**src/design/cbt_pkg.sv**
```systemverilog
// Package: shared types, codes and helpers for the circuit breaker table.
`timescale 1ns / 1ps
package cbt_pkg;

	localparam int CBT_NUM_CIRCUITS = 16;
	localparam int CBT_IDX_W        = 4;

	typedef enum logic [2:0] {
		CMD_REGISTER = 3'd0,
		CMD_QUERY    = 3'd1,
		CMD_SUCCESS  = 3'd2,
		CMD_FAILURE  = 3'd3,
		CMD_STATS    = 3'd4
	} cbt_cmd_t;

	typedef enum logic [1:0] {
		BRK_CLOSED = 2'd0,
		BRK_OPEN   = 2'd1,
		BRK_HALF   = 2'd2
	} breaker_t;

	typedef enum logic [1:0] {
		TR_NONE   = 2'd0,
		TR_OPENED = 2'd1,
		TR_HALF   = 2'd2,
		TR_CLOSED = 2'd3
	} trans_t;

	typedef enum logic [1:0] {
		CTL_CLEAR,
		CTL_IDLE,
		CTL_EXEC
	} ctl_state_t;

	// One table entry as it is kept in the RAM.
	typedef struct packed {
		logic        valid;
		breaker_t    state;
		logic [15:0] fail_thr;
		logic [15:0] succ_thr;
		logic [31:0] timeout;
		logic [15:0] fail_run;
		logic [15:0] succ_run;
		logic [31:0] last_fail;
		logic [31:0] req_cnt;
		logic [31:0] succ_cnt;
		logic [31:0] fail_cnt;
	} cbt_rec_t;

	// One result item.
	typedef struct packed {
		logic        allowed;
		breaker_t    state;
		logic        registered;
		trans_t      trans;
		logic [31:0] req_cnt;
		logic [31:0] succ_cnt;
		logic [31:0] fail_cnt;
	} cbt_res_t;

	function automatic logic [31:0] sat_inc32(input logic [31:0] v);
		return (v == '1) ? v : v + 32'd1;
	endfunction

	function automatic logic [15:0] sat_inc16(input logic [15:0] v);
		return (v == '1) ? v : v + 16'd1;
	endfunction

endpackage

```
**src/design/cbt_ram.sv**
```systemverilog
// Generic single-write, single-read synchronous RAM with registered read data.
`timescale 1ns / 1ps
module cbt_ram #(
	parameter int WIDTH = 8,
	parameter int DEPTH = 16
) (
	input  logic                                    clk,
	input  logic                                    we,
	input  logic [(DEPTH > 1 ? $clog2(DEPTH) : 1)-1:0] waddr,
	input  logic [WIDTH-1:0]                        wdata,
	input  logic                                    re,
	input  logic [(DEPTH > 1 ? $clog2(DEPTH) : 1)-1:0] raddr,
	output logic [WIDTH-1:0]                        rdata
);

	logic [WIDTH-1:0] mem [DEPTH];

	always_ff @(posedge clk) begin
		if (we) begin
			mem[waddr] <= wdata;
		end
		if (re) begin
			rdata <= mem[raddr];
		end
	end

endmodule

```
**src/design/cbt_update.sv**
```systemverilog
// Entry update: computes the new table entry and the result item for one command.
`timescale 1ns / 1ps
module cbt_update (
	input  logic [2:0]       cmd,
	input  logic             present,
	input  logic [31:0]      now_ms,
	input  logic [15:0]      failure_threshold,
	input  logic [15:0]      success_threshold,
	input  logic [31:0]      timeout_ms,
	input  cbt_pkg::cbt_rec_t rec_in,
	output cbt_pkg::cbt_rec_t rec_out,
	output logic             wr_en,
	output cbt_pkg::cbt_res_t res
);
	import cbt_pkg::*;

	logic        open_expired;
	logic [15:0] succ_run_inc;
	logic [15:0] fail_run_inc;
	trans_t      trans;
	logic        allowed;

	assign open_expired = (now_ms - rec_in.last_fail) >= rec_in.timeout;
	assign succ_run_inc = sat_inc16(rec_in.succ_run);
	assign fail_run_inc = sat_inc16(rec_in.fail_run);

	always_comb begin
		rec_out = rec_in;
		wr_en   = 1'b0;
		trans   = TR_NONE;
		allowed = 1'b0;
		res     = '0;

		if (!present) begin
			res.allowed = (cmd == CMD_QUERY);
		end else if (cmd == CMD_REGISTER) begin
			rec_out          = '0;
			rec_out.valid    = 1'b1;
			rec_out.state    = BRK_CLOSED;
			rec_out.fail_thr = failure_threshold;
			rec_out.succ_thr = success_threshold;
			rec_out.timeout  = timeout_ms;
			wr_en            = 1'b1;
		end else if (!rec_in.valid) begin
			res.allowed = (cmd == CMD_QUERY);
		end else begin
			wr_en = 1'b1;
			case (cmd)
				CMD_QUERY: begin
					if (rec_in.state == BRK_OPEN) begin
						if (open_expired) begin
							rec_out.state = BRK_HALF;
							trans         = TR_HALF;
							allowed       = 1'b1;
						end
					end else begin
						allowed = 1'b1;
					end
					if (allowed) begin
						rec_out.req_cnt = sat_inc32(rec_in.req_cnt);
					end
				end
				CMD_SUCCESS: begin
					rec_out.succ_cnt = sat_inc32(rec_in.succ_cnt);
					rec_out.fail_run = '0;
					if (rec_in.state == BRK_HALF) begin
						if (succ_run_inc >= rec_in.succ_thr) begin
							rec_out.state    = BRK_CLOSED;
							rec_out.succ_run = '0;
							trans            = TR_CLOSED;
						end else begin
							rec_out.succ_run = succ_run_inc;
						end
					end
				end
				CMD_FAILURE: begin
					rec_out.fail_cnt  = sat_inc32(rec_in.fail_cnt);
					rec_out.last_fail = now_ms;
					if (rec_in.state == BRK_CLOSED) begin
						rec_out.fail_run = fail_run_inc;
						if (fail_run_inc >= rec_in.fail_thr) begin
							rec_out.state    = BRK_OPEN;
							rec_out.succ_run = '0;
							trans            = TR_OPENED;
						end
					end else if (rec_in.state == BRK_HALF) begin
						rec_out.state    = BRK_OPEN;
						rec_out.succ_run = '0;
						trans            = TR_OPENED;
					end
				end
				default: begin
					// Read stats and the unused codes leave the entry as it is.
				end
			endcase
		end

		if (wr_en) begin
			res.allowed    = allowed;
			res.state      = rec_out.state;
			res.registered = 1'b1;
			res.trans      = trans;
			res.req_cnt    = rec_out.req_cnt;
			res.succ_cnt   = rec_out.succ_cnt;
			res.fail_cnt   = rec_out.fail_cnt;
		end
	end

endmodule

```
**src/design/circuit_breaker_table.sv**
```systemverilog
// Top level: circuit breaker table with one RAM-held record per circuit.
`timescale 1ns / 1ps
// How to use this block:
// The command channel takes one item at a rising clock edge where start is
// high and busy is low. An item carries cmd, circuit_index, now_ms and, for a
// register command, the two thresholds and the timeout.
// Every item produces exactly one result item. The result ports hold it for
// one clock cycle with done high; the receiver cannot stall, so it must take
// the item in that cycle.
// An item accepted at a clock edge reads its table record from the RAM on
// that edge, the update logic works on the record during the next cycle, and
// at the end of that cycle the new record is written back and the result
// registers load. done is high in the cycle after that, and busy is low again
// in that same cycle; until then busy stays high and no new item is taken.
// Each item is a single RAM read-modify-write; since the write of one item
// lands before the read of the next, no forwarding is needed.
// Reset: after arst_n is released, the block walks the RAM and marks every
// record unregistered, one record per cycle. busy is high during this pass
// and no item is accepted.
// An index at or beyond NUM_CIRCUITS answers as an unregistered circuit.
module circuit_breaker_table #(
	parameter int NUM_CIRCUITS = cbt_pkg::CBT_NUM_CIRCUITS
) (
	input  logic        clk,
	input  logic        arst_n,
	input  logic        start,
	output logic        busy,
	input  logic [2:0]  cmd,
	input  logic [3:0]  circuit_index,
	input  logic [31:0] now_ms,
	input  logic [15:0] failure_threshold,
	input  logic [15:0] success_threshold,
	input  logic [31:0] timeout_ms,
	output logic        done,
	output logic        allowed,
	output logic [1:0]  breaker_state,
	output logic        is_registered,
	output logic [1:0]  transition,
	output logic [31:0] total_requests,
	output logic [31:0] successful_requests,
	output logic [31:0] failed_requests
);
	import cbt_pkg::*;

	localparam int AW = (NUM_CIRCUITS > 1) ? $clog2(NUM_CIRCUITS) : 1;
	localparam int RW = $bits(cbt_rec_t);

	ctl_state_t state_q, state_d;

	// Clearing pass address.
	logic [AW-1:0] clr_q;

	// Item fields held while the record is read and updated.
	logic [2:0]  cmd_q;
	logic [3:0]  idx_q;
	logic        present_q;
	logic [31:0] now_q;
	logic [15:0] fth_q;
	logic [15:0] sth_q;
	logic [31:0] tmo_q;

	logic     accept;
	logic     ram_we;
	logic [AW-1:0] ram_waddr;
	cbt_rec_t ram_wdata;
	cbt_rec_t ram_rdata;
	cbt_rec_t upd_rec;
	logic     upd_we;
	cbt_res_t upd_res;

	cbt_res_t res_q;
	logic     done_q;

	assign accept = start && (state_q == CTL_IDLE);
	assign busy   = (state_q != CTL_IDLE);

	always_ff @(posedge clk or negedge arst_n) begin
		if (!arst_n) begin
			state_q <= CTL_CLEAR;
			clr_q   <= '0;
			done_q  <= 1'b0;
		end else begin
			state_q <= state_d;
			done_q  <= (state_q == CTL_EXEC);
			if (state_q == CTL_CLEAR) begin
				clr_q <= clr_q + AW'(1);
			end
		end
	end

	// Item and result registers carry payload only and need no reset.
	always_ff @(posedge clk) begin
		if (accept) begin
			cmd_q     <= cmd;
			idx_q     <= circuit_index;
			present_q <= (32'(circuit_index) < NUM_CIRCUITS);
			now_q     <= now_ms;
			fth_q     <= failure_threshold;
			sth_q     <= success_threshold;
			tmo_q     <= timeout_ms;
		end
		if (state_q == CTL_EXEC) begin
			res_q <= upd_res;
		end
	end

	always_comb begin
		state_d   = state_q;
		ram_we    = 1'b0;
		ram_waddr = AW'(idx_q);
		ram_wdata = upd_rec;
		case (state_q)
			CTL_CLEAR: begin
				// Every record starts unregistered.
				ram_we    = 1'b1;
				ram_waddr = clr_q;
				ram_wdata = '0;
				if (clr_q == AW'(NUM_CIRCUITS - 1)) begin
					state_d = CTL_IDLE;
				end
			end
			CTL_IDLE: begin
				if (start) begin
					state_d = CTL_EXEC;
				end
			end
			CTL_EXEC: begin
				ram_we  = upd_we;
				state_d = CTL_IDLE;
			end
			default: begin
				state_d = CTL_IDLE;
			end
		endcase
	end

	cbt_ram #(
		.WIDTH (RW),
		.DEPTH (NUM_CIRCUITS)
	) u_ram (
		.clk   (clk),
		.we    (ram_we),
		.waddr (ram_waddr),
		.wdata (ram_wdata),
		.re    (accept),
		.raddr (AW'(circuit_index)),
		.rdata (ram_rdata)
	);

	cbt_update u_update (
		.cmd               (cmd_q),
		.present           (present_q),
		.now_ms            (now_q),
		.failure_threshold (fth_q),
		.success_threshold (sth_q),
		.timeout_ms        (tmo_q),
		.rec_in            (ram_rdata),
		.rec_out           (upd_rec),
		.wr_en             (upd_we),
		.res               (upd_res)
	);

	assign done                = done_q;
	assign allowed             = res_q.allowed;
	assign breaker_state       = res_q.state;
	assign is_registered       = res_q.registered;
	assign transition          = res_q.trans;
	assign total_requests      = res_q.req_cnt;
	assign successful_requests = res_q.succ_cnt;
	assign failed_requests     = res_q.fail_cnt;

endmodule

```
**config.mk**
```make
export PLATFORM = sky130hd
export DESIGN_NAME = circuit_breaker_table
export DESIGN_NICKNAME = d
export VERILOG_FILES = /design/src/design/cbt_pkg.sv /design/src/design/cbt_ram.sv /design/src/design/cbt_update.sv /design/src/design/circuit_breaker_table.sv
export SDC_FILE = /design/constraint.sdc
export NUM_CORES = 2
export LEC_CHECK = 0
export ABC_CLOCK_PERIOD_IN_PS = 18660
export BUFFER_PORTS_ARGS = -buffer_cell sky130_fd_sc_hd__buf_4
export CORE_MARGIN = 1
export CORE_UTILIZATION = 30
export DETAILED_ROUTE_END_ITERATION = 7
export GPL_TIMING_DRIVEN = 1
export PLACE_DENSITY = 0.5
export SLEW_MARGIN = 5
export SYNTH_ARGS = -nofsm -noshare
export SYNTH_HDL_FRONTEND = slang
export SYNTH_HIERARCHICAL = 1
export SYNTH_SLANG_ARGS = --single-unit
```
**constraint.sdc**
```tcl
create_clock -name clk -period 18.66 [get_ports clk]
set_clock_uncertainty 0.2 [all_clocks]
set_input_delay 0.933 -clock clk [delete_from_list [all_inputs] [get_ports clk]]
set_output_delay 0.933 -clock clk [all_outputs]
set_load 0.02 [all_outputs]
```
==> results.yml <==
timing:
  worst_slew_pin_slew_ns: 1.41
  setup_violations: 0
  grt_setup_unrepaired: "no"
  fmax_mhz: 132
  drv_slew: 0
  setup_tns_ns: 0
  fin_hold_ws_ns: 0.0852
  max_slew_margin_pct: 5.84
  finalCritPeriodShare_pct: 40.6
  fin_crit_ns: 7.57
  fin_ws_ns: 11.09
  finalHoldViolations: 0
place:
  port_buffers: 209
  dpl.cell_count: 15100
  place_ws_ns: 11.21
  hpwl_mm: 251
  gp_congestion: 0.789
clocking:
  cts_tree: "done"
  clk_path_buf_depth: 4
  htreeDepth: 5
  cts.clk_slew.worst_paths_ns: 0.06
  cts_buffers: 406
  cts_setup_buffers: 0
  insertion_delay_ns: 1.00
  clockRootBuffer: "clkbuf_16"
  clock_sinks: 4071
power:
  p_per_area_nw_per_um2: 137
  p_leak_nw: 59.2
  ir_worst_vdd_v: 0.000171
detailed_routing:
  drc_errors: 0
  wire_per_inst_um: 29.1
  wl_mm: 462
  vias: 81900
  first_pass_iters: 8
  ant_nets: 0
  drtIter0Drc: 7738
  via_per_inst: 5.15
layout:
  fill_cells: 49700
  drive_above_1_share_pct: 20.9
  final_cell_mix: "edfxtp_1 (4064), mux4_2 (840), nand2_1 (514)"
  multiInputGateArea_um2: 35900
  final_common_cell: "edfxtp_1"
  num-nets-final: 8749
  regArea_um2: 122000
  finalNonFillerCells: 15900
  syn_to_final_growth_pct: 15.1
grt:
  grt_use_met3_pct: 2.21
  antenna_found_initial: 23
  groute.usage.overall_pct: 16.8
  grt_pass1_vias: 84800
  grt_overflow: 0
  use_met2_pct: 28.6
  met1_usage_pct: 22.9
  grt_pass1_wl_mm: 652
  grt_max_degree: 129
  gr-max-usage-layer: "met2"
logic_synthesis:
  ys_async_sr_fraction_pct: 0.172
  ys_seq_elements: 4071
  syn_area_um2: 160000
  syn_inst: 8055
  yosysWarnings: 6
  synth-main-ff-cell: "edfxtp_1"
  synth.avg_cell_area_um2: 19.9
  ys_seq_area_share_pct: 76.2
  ys_types: 86
  synth_edf_count: 4064
worst_setup_path:
  slowest_stage: "o311ai_1"
  end_kind: "register"
  critPathMaxStageDelay_ns: 0.92
  worstPathMaxFanout: 36
  path_cells: "inv_1 > ha_1 > inv_1 > fa_1 > a21oi_1 > o221ai_1 > a211oi_1 > o21ai_0 > a21oi_1 > nand4b_1 > a311oi_1 > a311o_1 > ha_1 > nand4_1 > or2_0 > o311ai_1 > o31ai_4 > buf_4 > nor4_1 > mux2i_1 > nor2b_1"
  path_class: "reg2reg"
  critPathLaunchType: "register"
  cp.required_ns: 19.10
  worstPathArrival_ns: 8.01
floorplanning:
  ios: 210
  die_y_um: 733
  rows: 268
  die_x_um: 733
  dieArea_um2: 537000
  initial_core_util_pct: 30.1
  core_area_um2: 532000
hold_path:
  holdCritPathClass: "in2async"
status:
  status: "complete, no violations"
flow_run:
  maxCapViolations: 0
## final timing paths
kind | startpoint | end | slack, ns | depth (start not counted)
setup / recovery | now_q[0] | u_ram/mem[12][76] | 11.09 | 21
hold / removal | arst_n | clr_q[3] | 0.09 | 2
setup reg to reg | now_q[0] | u_ram/mem[12][76] | 11.09 | 21
hold reg to reg | clr_q[3] | clr_q[3] | 0.30 | 1
max in group asynchronous | arst_n | clr_q[1] | 18.04 | 2
min in group clk | cmd[2] | cmd_q[2] | 0.09 | 1
## registers in the layout, indices dropped and copies added (netlist names), 3 cells and up
signal,flops
u_ram/mem,3632
u_ram/rdata,227
failed_requests,32
now_q,32
successful_requests,32
tmo_q,32
total_requests,32
fth_q,16
sth_q,16
clr_q,4
idx_q,4
cmd_q,3
## metrics by stage
| stage | area [um2] | power [mW] | util, % |
|---|---|---|---|
| 2_1_floorplan | 160000 | 16.0 | - |
| 6_report | 185000 | 25.2 | 34.7 |
| 3_5_place_dp | 171000 | 17.4 | 32.0 |
| 3_3_place_gp | 171000 | 17.2 | 32.0 |
| 5_1_grt | 185000 | 26.1 | 34.7 |
| 4_1_cts | 185000 | 25.5 | 34.7 |
## per-layer routing
layer,vias up,routed length [um]
met2,2567,229000
met5,-,23
met4,4,10100
met1,44700,198000
met3,598,25600
li1,34000,-
## cell usage after synthesis, types with 6 or more instances
library cell  number  area [um2]
edfxtp_1        4064      122000
mux4_2           840       18900
nand2_1          517        1940
a22oi_1          488        3660
nor2b_1          246        1540
nor2_1           204         766
clkbuf_1         195         732
mux2i_1          191        1910
inv_1            135         507
o21ai_0          105         526
ha_1             101        1260
nand3_1           99         495
a21oi_1           98         490
buf_2             86         430
buf_4             81         608
xnor2_1           70         613
nor3_1            51         255
buf_1             49         184
xor2_1            44         385
nand2b_1          43         269
nand4_1           37         231
a21o_1            35         263
or3_1             31         194
and3_1            24         150
and4_1            16         140
and2_1            14        87.6
o21a_1            14         105
a22o_1            13         114
a31oi_1           13        81.3
nor4_1             9        56.3
o21bai_1           9        67.6
o31ai_1            9        67.6
a211oi_1           8        60.1
dfrtp_1            7         175
or4_1              7        52.6
o211ai_1           6        45.0
## power breakdown
group          internal (mW)  switching [mW]  total, mW
clock                   4.54            3.53       8.07
sequential              12.6           0.393       13.0
combinational           1.06            3.11       4.17
total                   18.2            7.03       25.2
## cells by family (layout without fill, tap and decap cells)
group	count (synthesis)	count (layout)	synth area share [%]
mux	1037	1037	13.0
buf+inv	550	1374	1.56
other cells	1	16	0.00234
fa+ha+maj	102	102	0.801
compound gates	849	849	3.71
xor+xnor	114	114	0.623
simple gates	1331	1331	4.04
flops	4071	4071	76.2
## layout make-up
cell class              instances  area share [%]
flip-flops and latches       4071            66.2
multi-input cells            3438            19.4
clock buffers                 494            5.76
well taps                    7020            4.76
repair buffers                489            2.29
clock inverters               256            1.23
inverters                     135           0.275
diodes                         11          0.0149
## what timing repair did
item                                    in CTS  in global routing
hold buffers                                98                  0
gates resized for setup                      0                  0
endpoints found under the setup margin       0                  0
hold endpoints to repair                   104                  0
## critical path, delay by kind of cell, from the launching register on
kind | cells | cell delay (ns)
and+or+nand+nor | 5 | 1.99
DFF | 1 | 0.39
buffers and inverters | 3 | 0.44
AOI/OAI and AO/OA | 9 | 3.01
muxes | 1 | 0.23
adders and majority gates | 3 | 0.86
Note: power is estimated with default switching activity, not from simulation.
